## src/hw/rtl/efapi_pkg.sv

```systemverilog
`timescale 1ns / 1ps

package efapi_pkg;

	localparam int ANGLE_W   = 8;
	localparam int TIME_W    = 16;
	localparam int JOINTS    = 4;
	localparam int REG_IDX_W = 3;

	typedef logic [ANGLE_W-1:0]             angle_t;
	typedef logic [JOINTS-1:0][ANGLE_W-1:0] pose_t;
	typedef logic [TIME_W-1:0]              ms_t;
	typedef logic [REG_IDX_W-1:0]           reg_idx_t;

	// item kind carried on tuser
	localparam logic KIND_START = 1'b0;
	localparam logic KIND_TICK  = 1'b1;

	typedef enum logic [1:0] {
		CURVE_LINEAR   = 2'd0,
		CURVE_EASE_IN  = 2'd1,
		CURVE_EASE_OUT = 2'd2,
		CURVE_IN_OUT   = 2'd3
	} curve_t;

	typedef enum logic [2:0] {
		ST_IDLE,
		ST_EVAL,
		ST_DIV,
		ST_MUL1,
		ST_MUL2,
		ST_BLEND,
		ST_OUT
	} state_t;

	localparam reg_idx_t REG_BASE_MIN   = 3'd0;
	localparam reg_idx_t REG_BASE_MAX   = 3'd1;
	localparam reg_idx_t REG_LOWER_MIN  = 3'd2;
	localparam reg_idx_t REG_LOWER_MAX  = 3'd3;
	localparam reg_idx_t REG_MIDDLE_MIN = 3'd4;
	localparam reg_idx_t REG_MIDDLE_MAX = 3'd5;
	localparam reg_idx_t REG_HEAD_MIN   = 3'd6;
	localparam reg_idx_t REG_HEAD_MAX   = 3'd7;

	localparam angle_t NEUTRAL_ANGLE   = 8'd90;
	localparam angle_t NEUTRAL_TOL     = 8'd10;
	localparam angle_t LIMIT_MIN_RESET = 8'd0;
	localparam angle_t LIMIT_MAX_RESET = 8'd180;

endpackage

```

## src/hw/rtl/efapi_div.sv

```systemverilog
`timescale 1ns / 1ps

// Restoring divider, one quotient bit per cycle: quo = (num << FRAC_BITS) / den.
// Expects num < den, so the quotient fits in FRAC_BITS bits.
module efapi_div #(
	parameter int FRAC_BITS = 16
) (
	input  logic                     clk,
	input  logic                     arst_n,
	input  logic                     start,
	input  efapi_pkg::ms_t           num,
	input  efapi_pkg::ms_t           den,
	output logic                     done,
	output logic [FRAC_BITS-1:0]     quo
);

	localparam int CNT_W = $clog2(FRAC_BITS);

	logic [CNT_W-1:0]           cnt_q;
	logic                       run_q;
	logic                       done_q;
	efapi_pkg::ms_t             rem_q;
	efapi_pkg::ms_t             den_q;
	logic [FRAC_BITS-1:0]       quo_q;
	logic [efapi_pkg::TIME_W:0] rem_dbl;
	logic [efapi_pkg::TIME_W:0] rem_sub;
	logic                       ge;

	assign rem_dbl = {rem_q, 1'b0};
	assign ge      = rem_dbl >= {1'b0, den_q};
	assign rem_sub = rem_dbl - {1'b0, den_q};

	always_ff @(posedge clk or negedge arst_n) begin
		if (!arst_n) begin
			cnt_q  <= '0;
			run_q  <= 1'b0;
			done_q <= 1'b0;
		end else if (start) begin
			cnt_q  <= '0;
			run_q  <= 1'b1;
			done_q <= 1'b0;
		end else if (run_q) begin
			cnt_q <= cnt_q + 1'b1;
			if (cnt_q == CNT_W'(FRAC_BITS - 1)) begin
				run_q  <= 1'b0;
				done_q <= 1'b1;
			end
		end else begin
			done_q <= 1'b0;
		end
	end

	always_ff @(posedge clk) begin
		if (start) begin
			rem_q <= num;
			den_q <= den;
		end else if (run_q) begin
			rem_q <= ge ? rem_sub[efapi_pkg::TIME_W-1:0] : rem_dbl[efapi_pkg::TIME_W-1:0];
			quo_q <= {quo_q[FRAC_BITS-2:0], ge};
		end
	end

	assign done = done_q;
	assign quo  = quo_q;

endmodule

```

## src/hw/rtl/efapi_mul.sv

```systemverilog
`timescale 1ns / 1ps

// Shift-add multiplier, one multiplier bit per cycle, LSB first.
// Only the upper part is kept: hi = (a * b) >> FRAC_BITS.
module efapi_mul #(
	parameter int FRAC_BITS = 16
) (
	input  logic                   clk,
	input  logic                   arst_n,
	input  logic                   start,
	input  logic [FRAC_BITS+1:0]   a,
	input  logic [FRAC_BITS-1:0]   b,
	output logic                   done,
	output logic [FRAC_BITS+1:0]   hi
);

	localparam int CNT_W = $clog2(FRAC_BITS);

	logic [CNT_W-1:0]       cnt_q;
	logic                   run_q;
	logic                   done_q;
	logic [FRAC_BITS+1:0]   a_q;
	logic [FRAC_BITS-1:0]   b_q;
	logic [FRAC_BITS+1:0]   hi_q;
	logic [FRAC_BITS+2:0]   sum;

	// hi stays below a, so the partial sum never overflows one extra bit
	assign sum = {1'b0, hi_q} + (b_q[0] ? {1'b0, a_q} : '0);

	always_ff @(posedge clk or negedge arst_n) begin
		if (!arst_n) begin
			cnt_q  <= '0;
			run_q  <= 1'b0;
			done_q <= 1'b0;
		end else if (start) begin
			cnt_q  <= '0;
			run_q  <= 1'b1;
			done_q <= 1'b0;
		end else if (run_q) begin
			cnt_q <= cnt_q + 1'b1;
			if (cnt_q == CNT_W'(FRAC_BITS - 1)) begin
				run_q  <= 1'b0;
				done_q <= 1'b1;
			end
		end else begin
			done_q <= 1'b0;
		end
	end

	always_ff @(posedge clk) begin
		if (start) begin
			a_q  <= a;
			b_q  <= b;
			hi_q <= '0;
		end else if (run_q) begin
			hi_q <= sum[FRAC_BITS+2:1];
			b_q  <= {1'b0, b_q[FRAC_BITS-1:1]};
		end
	end

	assign done = done_q;
	assign hi   = hi_q;

endmodule

```

## src/hw/rtl/efapi_blend.sv

```systemverilog
`timescale 1ns / 1ps

// Four joint lanes that walk the eased fraction one bit per cycle:
// v = (start * (ONE - e) + goal * e) >> FRAC_BITS, then clamp to limits.
module efapi_blend #(
	parameter int FRAC_BITS = 16
) (
	input  logic                 clk,
	input  logic                 arst_n,
	input  logic                 start,
	input  logic [FRAC_BITS:0]   e,
	input  efapi_pkg::pose_t     start_pose,
	input  efapi_pkg::pose_t     goal_pose,
	input  efapi_pkg::pose_t     lim_min,
	input  efapi_pkg::pose_t     lim_max,
	output logic                 done,
	output efapi_pkg::pose_t     pose
);

	localparam int CNT_W  = $clog2(FRAC_BITS + 1);
	localparam int ACC_W  = efapi_pkg::ANGLE_W + 1;
	localparam int SUM_W  = efapi_pkg::ANGLE_W + 2;

	logic [CNT_W-1:0]                       cnt_q;
	logic                                   run_q;
	logic                                   done_q;
	logic [FRAC_BITS:0]                     e_q;
	logic [FRAC_BITS:0]                     w_q;
	logic [efapi_pkg::JOINTS-1:0][ACC_W-1:0] acc_q;
	logic [efapi_pkg::JOINTS-1:0][SUM_W-1:0] sum;
	efapi_pkg::pose_t                       clamped;
	efapi_pkg::pose_t                       pose_q;
	logic                                   last;

	assign last = cnt_q == CNT_W'(FRAC_BITS);

	always_comb begin
		for (int k = 0; k < efapi_pkg::JOINTS; k++) begin
			sum[k] = {1'b0, acc_q[k]}
			       + (e_q[0] ? {2'b00, goal_pose[k]} : '0)
			       + (w_q[0] ? {2'b00, start_pose[k]} : '0);
			if (sum[k] < {2'b00, lim_min[k]}) begin
				clamped[k] = lim_min[k];
			end else if (sum[k] > {2'b00, lim_max[k]}) begin
				clamped[k] = lim_max[k];
			end else begin
				clamped[k] = sum[k][efapi_pkg::ANGLE_W-1:0];
			end
		end
	end

	always_ff @(posedge clk or negedge arst_n) begin
		if (!arst_n) begin
			cnt_q  <= '0;
			run_q  <= 1'b0;
			done_q <= 1'b0;
		end else if (start) begin
			cnt_q  <= '0;
			run_q  <= 1'b1;
			done_q <= 1'b0;
		end else if (run_q) begin
			cnt_q <= cnt_q + 1'b1;
			if (last) begin
				run_q  <= 1'b0;
				done_q <= 1'b1;
			end
		end else begin
			done_q <= 1'b0;
		end
	end

	// the top bit of e weighs ONE and is added without the shift
	always_ff @(posedge clk) begin
		if (start) begin
			e_q   <= e;
			w_q   <= {1'b1, {FRAC_BITS{1'b0}}} - e;
			acc_q <= '0;
		end else if (run_q) begin
			e_q <= {1'b0, e_q[FRAC_BITS:1]};
			w_q <= {1'b0, w_q[FRAC_BITS:1]};
			for (int k = 0; k < efapi_pkg::JOINTS; k++) begin
				acc_q[k] <= sum[k][SUM_W-1:1];
			end
			if (last) begin
				pose_q <= clamped;
			end
		end
	end

	assign done = done_q;
	assign pose = pose_q;

endmodule

```

## src/hw/rtl/eased_four_axis_pose_interpolator.sv

```systemverilog
`timescale 1ns / 1ps

// Motion profile generator for four servo joints (base, lower, middle, head).
// Input stream: tuser = 0 starts a move (goal pose, duration in ms, easing
// curve from tdata); tuser = 1 is a one-millisecond tick. Every input transfer
// yields exactly one output transfer carrying the commanded pose and the
// in_motion, arrived and near_neutral flags. Joint limits are written through
// the cfg port (index 0..7: base min/max, lower, middle, head); the user must
// write them only while idle, as the block itself does not enforce this.
// One item is handled at a time. An idle tick, an arrival or a zero-length
// move goes from EVAL straight to OUT, skipping the serial units. A blended
// step runs a bit-serial divider, then no multiply for linear, one for
// ease-out and ease-in-out and two for cubic ease-in, then the bit-serial
// blend lanes; each serial unit retires one bit per cycle. Reset puts the
// start, goal and present poses at 90 degrees, limits at 0..180, and the
// block idle. The result sits in an output register; the next input transfer
// is taken while it waits. If the receiver stalls, a finished result holds in
// its staging register until the output register frees, and input waits.
module eased_four_axis_pose_interpolator #(
	parameter int FRAC_BITS = 16
) (
	input  logic                        clk,
	input  logic                        arst_n,
	input  logic                        s_axis_tvalid,
	output logic                        s_axis_tready,
	// goal_base[7:0], goal_lower[15:8], goal_middle[23:16], goal_head[31:24],
	// move_time[47:32], curve[49:48], zero pad[55:50]
	input  logic [55:0]                 s_axis_tdata,
	// kind[0]
	input  logic                        s_axis_tuser,
	output logic                        m_axis_tvalid,
	input  logic                        m_axis_tready,
	// angle_base[7:0], angle_lower[15:8], angle_middle[23:16], angle_head[31:24],
	// in_motion[32], arrived[33], near_neutral[34], zero pad[39:35]
	output logic [39:0]                 m_axis_tdata,
	input  logic                        cfg_we,
	input  efapi_pkg::reg_idx_t         cfg_index,
	input  efapi_pkg::angle_t           cfg_wdata
);

	localparam int GOAL_LSB  = 0;
	localparam int GOAL_W    = efapi_pkg::JOINTS * efapi_pkg::ANGLE_W;
	localparam int TIME_LSB  = GOAL_LSB + GOAL_W;
	localparam int CURVE_LSB = TIME_LSB + efapi_pkg::TIME_W;

	efapi_pkg::state_t  state_q, state_nx;

	// move state
	efapi_pkg::pose_t   start_q, goal_q, present_q;
	efapi_pkg::ms_t     elapsed_q, total_q;
	efapi_pkg::curve_t  curve_q;
	logic               busy_q;
	logic [FRAC_BITS-1:0] t_q;

	// limits
	efapi_pkg::pose_t   lim_min_q, lim_max_q;

	// staged result and output register
	efapi_pkg::pose_t   res_pose_q;
	logic               res_motion_q;
	logic               res_arrived_q;
	logic               m_valid_q;
	logic [39:0]        m_data_q;

	logic               arrive;
	logic               accept;
	logic               out_load;
	logic               near;

	// serial unit hookup
	logic                 div_start, div_done;
	logic [FRAC_BITS-1:0] div_quo;
	logic                 mul_start, mul_done;
	logic [FRAC_BITS+1:0] mul_a, mul_hi;
	logic [FRAC_BITS-1:0] mul_b;
	logic                 blend_start, blend_done;
	logic [FRAC_BITS:0]   blend_e;
	efapi_pkg::pose_t     blend_pose;

	// curve operands
	logic [FRAC_BITS+1:0] a_out;
	logic [FRAC_BITS+2:0] a_io_hi;
	logic [FRAC_BITS+1:0] e_io_hi;
	logic [FRAC_BITS:0]   mul_e;

	assign accept = s_axis_tvalid && s_axis_tready;
	assign arrive = busy_q && (elapsed_q >= total_q);

	// 2*ONE - t, 4*ONE - 2t, and the ease-in-out upper half minus ONE
	assign a_out   = {2'b10, {FRAC_BITS{1'b0}}} - {2'b00, div_quo};
	assign a_io_hi = {3'b100, {FRAC_BITS{1'b0}}} - {2'b00, div_quo, 1'b0};
	assign e_io_hi = mul_hi - {2'b01, {FRAC_BITS{1'b0}}};
	assign mul_e   = (curve_q == efapi_pkg::CURVE_IN_OUT && t_q[FRAC_BITS-1])
	               ? e_io_hi[FRAC_BITS:0] : mul_hi[FRAC_BITS:0];

	// every joint strictly within the tolerance of neutral
	always_comb begin
		near = 1'b1;
		for (int k = 0; k < efapi_pkg::JOINTS; k++) begin
			if (present_q[k] <= efapi_pkg::NEUTRAL_ANGLE - efapi_pkg::NEUTRAL_TOL ||
			    present_q[k] >= efapi_pkg::NEUTRAL_ANGLE + efapi_pkg::NEUTRAL_TOL) begin
				near = 1'b0;
			end
		end
	end

	efapi_div #(.FRAC_BITS(FRAC_BITS)) u_div (
		.clk    (clk),
		.arst_n (arst_n),
		.start  (div_start),
		.num    (elapsed_q),
		.den    (total_q),
		.done   (div_done),
		.quo    (div_quo)
	);

	efapi_mul #(.FRAC_BITS(FRAC_BITS)) u_mul (
		.clk    (clk),
		.arst_n (arst_n),
		.start  (mul_start),
		.a      (mul_a),
		.b      (mul_b),
		.done   (mul_done),
		.hi     (mul_hi)
	);

	efapi_blend #(.FRAC_BITS(FRAC_BITS)) u_blend (
		.clk        (clk),
		.arst_n     (arst_n),
		.start      (blend_start),
		.e          (blend_e),
		.start_pose (start_q),
		.goal_pose  (goal_q),
		.lim_min    (lim_min_q),
		.lim_max    (lim_max_q),
		.done       (blend_done),
		.pose       (blend_pose)
	);

	// next state
	always_comb begin
		state_nx = state_q;
		unique case (state_q)
			efapi_pkg::ST_IDLE: begin
				if (s_axis_tvalid) state_nx = efapi_pkg::ST_EVAL;
			end
			efapi_pkg::ST_EVAL: begin
				if (arrive || !busy_q) state_nx = efapi_pkg::ST_OUT;
				else state_nx = efapi_pkg::ST_DIV;
			end
			efapi_pkg::ST_DIV: begin
				if (div_done) begin
					case (curve_q)
						efapi_pkg::CURVE_LINEAR:  state_nx = efapi_pkg::ST_BLEND;
						efapi_pkg::CURVE_EASE_IN: state_nx = efapi_pkg::ST_MUL1;
						default:                  state_nx = efapi_pkg::ST_MUL2;
					endcase
				end
			end
			efapi_pkg::ST_MUL1: begin
				if (mul_done) state_nx = efapi_pkg::ST_MUL2;
			end
			efapi_pkg::ST_MUL2: begin
				if (mul_done) state_nx = efapi_pkg::ST_BLEND;
			end
			efapi_pkg::ST_BLEND: begin
				if (blend_done) state_nx = efapi_pkg::ST_OUT;
			end
			efapi_pkg::ST_OUT: begin
				if (!m_valid_q || m_axis_tready) state_nx = efapi_pkg::ST_IDLE;
			end
			default: state_nx = efapi_pkg::ST_IDLE;
		endcase
	end

	// state outputs: unit kicks and operand selection
	always_comb begin
		s_axis_tready = 1'b0;
		div_start     = 1'b0;
		mul_start     = 1'b0;
		mul_a         = {2'b00, t_q};
		mul_b         = t_q;
		blend_start   = 1'b0;
		blend_e       = {1'b0, t_q};
		out_load      = 1'b0;
		unique case (state_q)
			efapi_pkg::ST_IDLE: begin
				s_axis_tready = 1'b1;
			end
			efapi_pkg::ST_EVAL: begin
				div_start = busy_q && !arrive;
			end
			efapi_pkg::ST_DIV: begin
				mul_b = div_quo;
				if (div_done) begin
					case (curve_q)
						efapi_pkg::CURVE_LINEAR: begin
							blend_start = 1'b1;
							blend_e     = {1'b0, div_quo};
						end
						efapi_pkg::CURVE_EASE_IN: begin
							mul_start = 1'b1;
							mul_a     = {2'b00, div_quo};
						end
						efapi_pkg::CURVE_EASE_OUT: begin
							mul_start = 1'b1;
							mul_a     = a_out;
						end
						efapi_pkg::CURVE_IN_OUT: begin
							mul_start = 1'b1;
							mul_a     = div_quo[FRAC_BITS-1] ? a_io_hi[FRAC_BITS+1:0]
							                                 : {1'b0, div_quo, 1'b0};
						end
					endcase
				end
			end
			efapi_pkg::ST_MUL1: begin
				// second cubic pass: (t*t >> F) * t
				mul_a     = mul_hi;
				mul_start = mul_done;
			end
			efapi_pkg::ST_MUL2: begin
				blend_e     = mul_e;
				blend_start = mul_done;
			end
			efapi_pkg::ST_BLEND: begin
			end
			efapi_pkg::ST_OUT: begin
				out_load = !m_valid_q || m_axis_tready;
			end
			default: begin
			end
		endcase
	end

	always_ff @(posedge clk or negedge arst_n) begin
		if (!arst_n) begin
			state_q <= efapi_pkg::ST_IDLE;
		end else begin
			state_q <= state_nx;
		end
	end

	// limit registers
	always_ff @(posedge clk or negedge arst_n) begin
		if (!arst_n) begin
			lim_min_q <= {efapi_pkg::JOINTS{efapi_pkg::LIMIT_MIN_RESET}};
			lim_max_q <= {efapi_pkg::JOINTS{efapi_pkg::LIMIT_MAX_RESET}};
		end else if (cfg_we) begin
			unique case (cfg_index)
				efapi_pkg::REG_BASE_MIN:   lim_min_q[0] <= cfg_wdata;
				efapi_pkg::REG_BASE_MAX:   lim_max_q[0] <= cfg_wdata;
				efapi_pkg::REG_LOWER_MIN:  lim_min_q[1] <= cfg_wdata;
				efapi_pkg::REG_LOWER_MAX:  lim_max_q[1] <= cfg_wdata;
				efapi_pkg::REG_MIDDLE_MIN: lim_min_q[2] <= cfg_wdata;
				efapi_pkg::REG_MIDDLE_MAX: lim_max_q[2] <= cfg_wdata;
				efapi_pkg::REG_HEAD_MIN:   lim_min_q[3] <= cfg_wdata;
				efapi_pkg::REG_HEAD_MAX:   lim_max_q[3] <= cfg_wdata;
				default: begin
				end
			endcase
		end
	end

	// move state: latch a start, advance on a tick, retire on arrival
	always_ff @(posedge clk or negedge arst_n) begin
		if (!arst_n) begin
			start_q   <= {efapi_pkg::JOINTS{efapi_pkg::NEUTRAL_ANGLE}};
			goal_q    <= {efapi_pkg::JOINTS{efapi_pkg::NEUTRAL_ANGLE}};
			present_q <= {efapi_pkg::JOINTS{efapi_pkg::NEUTRAL_ANGLE}};
			elapsed_q <= '0;
			total_q   <= '0;
			curve_q   <= efapi_pkg::CURVE_LINEAR;
			busy_q    <= 1'b0;
		end else if (accept) begin
			if (s_axis_tuser == efapi_pkg::KIND_START) begin
				// abandon any move in flight; start from the last completed pose
				start_q   <= present_q;
				goal_q    <= s_axis_tdata[GOAL_LSB +: GOAL_W];
				total_q   <= s_axis_tdata[TIME_LSB +: efapi_pkg::TIME_W];
				curve_q   <= efapi_pkg::curve_t'(s_axis_tdata[CURVE_LSB +: 2]);
				elapsed_q <= '0;
				busy_q    <= 1'b1;
			end else if (busy_q) begin
				elapsed_q <= elapsed_q + {{(efapi_pkg::TIME_W-1){1'b0}}, 1'b1};
			end
		end else if (state_q == efapi_pkg::ST_EVAL && arrive) begin
			present_q <= goal_q;
			busy_q    <= 1'b0;
		end
	end

	// fraction hold and result staging
	always_ff @(posedge clk) begin
		if (state_q == efapi_pkg::ST_DIV && div_done) begin
			t_q <= div_quo;
		end
		if (state_q == efapi_pkg::ST_EVAL) begin
			if (arrive) begin
				// arrival emits the goal unclamped
				res_pose_q    <= goal_q;
				res_motion_q  <= 1'b0;
				res_arrived_q <= 1'b1;
			end else if (!busy_q) begin
				res_pose_q    <= present_q;
				res_motion_q  <= 1'b0;
				res_arrived_q <= 1'b0;
			end
		end else if (state_q == efapi_pkg::ST_BLEND && blend_done) begin
			res_pose_q    <= blend_pose;
			res_motion_q  <= 1'b1;
			res_arrived_q <= 1'b0;
		end
		if (out_load) begin
			m_data_q <= {5'b00000, near, res_arrived_q, res_motion_q, res_pose_q};
		end
	end

	// output register: drop valid once the transfer completes
	always_ff @(posedge clk or negedge arst_n) begin
		if (!arst_n) begin
			m_valid_q <= 1'b0;
		end else if (out_load) begin
			m_valid_q <= 1'b1;
		end else if (m_axis_tready) begin
			m_valid_q <= 1'b0;
		end
	end

	assign m_axis_tvalid = m_valid_q;
	assign m_axis_tdata  = m_data_q;

endmodule
```

## config.mk

```make
export PLATFORM = sky130hd
export DESIGN_NAME = eased_four_axis_pose_interpolator
export DESIGN_NICKNAME = d
export VERILOG_FILES = /design/src/hw/rtl/efapi_pkg.sv /design/src/hw/rtl/efapi_div.sv /design/src/hw/rtl/efapi_mul.sv /design/src/hw/rtl/efapi_blend.sv /design/src/hw/rtl/eased_four_axis_pose_interpolator.sv
export SDC_FILE = /design/constraint.sdc
export NUM_CORES = 1
export LEC_CHECK = 0
export ABC_AREA = 0
export ABC_CLOCK_PERIOD_IN_PS = 11800
export BUFFER_PORTS_ARGS = -buffer_cell sky130_fd_sc_hd__buf_4
export CORE_AREA = 3 3 198 219
export CTS_CLUSTER_SIZE = 40
export DETAILED_ROUTE_END_ITERATION = 16
export DIE_AREA = 0 0 201 222
export GPL_TIMING_DRIVEN = 0
export PLACE_DENSITY = 0.89
export REMOVE_ABC_BUFFERS = 1
export SKIP_LAST_GASP = 1
export SLEW_MARGIN = 5
export SYNTH_ARGS = -nofsm -noshare
export SYNTH_HDL_FRONTEND = slang
export SYNTH_SLANG_ARGS = --single-unit
```

## constraint.sdc

```tcl
create_clock -name clk -period 11.8 [get_ports clk]
set_clock_uncertainty 0.2 [all_clocks]
set_input_delay 2.36 -clock clk [delete_from_list [all_inputs] [get_ports clk]]
set_output_delay 2.36 -clock clk [all_outputs]
set_load 0.02 [all_outputs]
```

==> results.md <==
* Status: completed
* Crit Path Class: reg -> reg
* Rows at a little under 80
* Slowest cell on the critical path: edfxtp_1
* Initial Utilization at 0.6762
* Synth-to-layout area growth at 11.85%
* Total GRT Usage at 0.3126
* Largest net degree at the start of global routing at about 110
* Netlist Area Pre-Place at between 0.02 and 0.03 mm^2
* Routed length per instance at 21.26 um
* Leak pwr at ~13 nW
* Number of flops mapped to enable cells by yosys at approximately 230
* First-pass GRT wire length at between 100000 and 150000 um
* Crit Path Max Fanout at 20
* Seq cells post-synth at around 510
* Mapped Cells at about 2.7k
* Cell family with most CP delay: compound AO/OA/AOI/OAI gates
* Primary FF master, synth: edfxtp_1
* WP data arrival at between 5 and 6 ns
* Die Wd at roughly 200 um
* Port bufs at between 100 and 150
* Vias in the first global route at approximately 21k
* Final Max Slew Viols at 0
* Met1 Usage GRT at 0.3979
* Initial antenna violation count at 0
* CTS clk-pin slew, worst paths at about 0.070 ns
* Most frequent cells in the layout: 244 x nand2_1, 233 x edfxtp_1, 221 x inv_1
* Final wirelength at ~70000 um
* Most Crowded Layer GR: met2
* Placed cell count at approximately 3.2k
* Crit path time final at ~5.8 ns
* Worst IR Drop VDD at between 0.15 and 0.2 mV
* Relative slew slack at 0.1281
* Share of cells above drive strength 1 at 0.1644
* Post-synthesis sequential area ratio at 0.4877
* Final global-route overflow total at 0
* Hold_buf cts at 0
* Insertion delay to the later sink of the worst-skew pair at 0.61 ns
* Dpl hpwl at about 48000 um
* Commonest non-fill, non-tap cell in the layout: nand2_1
* Nets at between 2k and 3k
* Unique masters post-synth at 86
* Max incr delay on CP at 0.78 ns
* CP bufs+invs at 2
* Final hold vios at 0
* DR iter-0 viols at 1842
* Die area at 0.04462 mm^2
* Core Region at approximately 0.041 mm^2
* GR met3 Demand/Resource at 0.05418
* Max-cap violations at 0
* Post-Layout Cell Count at approximately 3.3k
* Post-route ant nets at 0
* Maximum clock path buffer count at 3
* CTS sink count at approximately 510
* Post-CTS Resized at 0
* # H-tree levels at 2
* CP Capture Type: register
* Place WS at approximately 5.9 ns
* Filler cells at 2625
* Die Y at 222 um
* Setup bufs post-CTS at 0
* P per Cell Area at around 130 mW/mm^2
* CTS tree: yes
* Syn avg cell area at around 11 um^2
* 1st-pass router iterations at 6
* Largest area contributor in the netlist: edfxtp_1
* Async set-reset flop share out of synthesis at 0.4317
* CP Launch Type: register
* Hold Path Class: reg -> reg
* Ordered list of cells on the worst path: buf_8 -> and2_1 -> fa_1 -> ha_1 -> inv_1 -> fa_1 -> nor2b_1 -> o21a_1 -> o21ai_0 -> a21oi_1 -> xor2_1 -> ha_1 -> o21a_1 -> o2bb2ai_1 -> nand3b_1 -> o221ai_1
* Met2 GRT Util at 0.5220
* Setup_tns at 0 ns
* Worst EP required at between 10 and 15 ns
* Cts bufs inserted at 52
* Via density per instance at around 6.4
* RSZ-0062 raised after global routing: no
* Final-report setup violation count at 0
* Ports at 115
* Final RePlAce weighted congestion at 0.9707
* Main area contributors after synthesis: edfxtp_1 25%, dfrtp_1 14%, ha_1 6.7%
* Diodes inserted at 0
* Final WS setup at about 6 ns
* Synth top area share at 0.2506
* Via count at approximately 21k
* Remaining DRCs at 0
* FMAX at roughly 0.17 GHz
* Root Driver: clkbuf_16
* Actual slew at the worst max-slew pin at 1.306 ns
* Period utilization at 0.4908
* Ys Warns at 0
metal layers:
layer,wire length (um),part of all wire,vias to the layer above
li1,-,-,9605
met1,27320,0.39,10390
met2,34070,0.48,969
met3,5523,0.078,219
met4,3552,0.050,0
met5,0,0,-
power by group:
group	internal, mW	leakage, nW	total [mW]	switching (mW)
clock network	0.984	0.859	1.68	0.698
logic	0.151	7.44	0.358	0.207
registers	1.91	5.00	1.95	0.0435
total	3.04	13.3	3.99	0.949
cells by family after synthesis:
group                    after synthesis  share of synthesized area
AND/OR/NAND/NOR                      758                     0.1293
AO/OA/AOI/OAI                        554                     0.1316
flip-flops                           505                     0.4877
buffers and inverters                352                    0.04881
multiplexers                         215                    0.08333
adder cells (fa/ha/maj)              187                    0.09404
XOR/XNOR                              80                    0.02510
other                                  1                  0.0001343
Yosys cell counts, types with 20 or more instances:
cell,instances
a221o_1,35
fa_1,38
and2_1,38
ha_1,149
nor2b_1,20
mux2_2,139
xor2_1,27
edfxtp_1,233
nor3_1,37
clkbuf_1,98
nand3_1,37
o21a_1,31
inv_1,221
a211oi_1,25
dfxtp_1,54
a21oi_1,96
o21ai_0,150
o22ai_1,25
nand2_1,245
dfrtp_1,154
a21o_1,26
and3_1,47
nand4_1,29
xnor2_1,53
mux2i_1,76
a31oi_1,31
nor2_1,221
dfstp_2,64
sequential cells by signal, summed over array words and instances (netlist names), 17 cells and up:
name,flops
u_mul.hi,18
u_blend.w_q,17
goal_q,32
u_blend.acc_q,36
u_mul.a_q,18
m_axis_tdata,35
u_blend.pose,32
res_pose_q,32
lim_max_q,32
lim_min_q,32
start_q,32
u_blend.e_q,17
present_q,32
final cells by class:
type                       count  area, um^2  area share
clock buffer                  76        1484     0.04753
sequential                   505       13620      0.4361
timing repair buffer         129        1260     0.04035
inverter                     224       840.8     0.02693
tap                          560       700.7     0.02244
multi-input combinational   1799       13070      0.4185
clock inverter                22       252.7    0.008095
per-stage QoR:
| stage | utilization | hold slack (ns) | total power, mW | area [um^2] |
|---|---|---|---|---|
| floorplan | - | 0.2003 | 2.205 | 27410 |
| global placement | 0.6996 | 0.2014 | 2.310 | 28880 |
| detailed placement | 0.7132 | 0.2045 | 2.334 | 29440 |
| CTS | 0.7553 | 0.2102 | 4.006 | 31180 |
| global route | 0.7563 | 0.2226 | 4.130 | 31220 |
| finish | 0.7563 | 0.2067 | 3.991 | 31220 |
worst paths after layout:
kind / end / cells past startpoint / slack [ns] / from
hold reg to reg: m_axis_tdata[27] / 0 / 0.21 / res_pose_q[27]
hold / removal: m_axis_tdata[27] / 0 / 0.21 / res_pose_q[27]
setup reg to reg: u_blend.pose[4] / 16 / 6.01 / u_blend.w_q[0]
min in group asynchronous: goal_q[0] / 1 / 1.55 / arst_n
setup / recovery: u_blend.pose[4] / 16 / 6.01 / u_blend.w_q[0]
max in group asynchronous: curve_q[0] / 2 / 8.76 / arst_n
No activity file was read; power rests on OpenSTA's default activity.
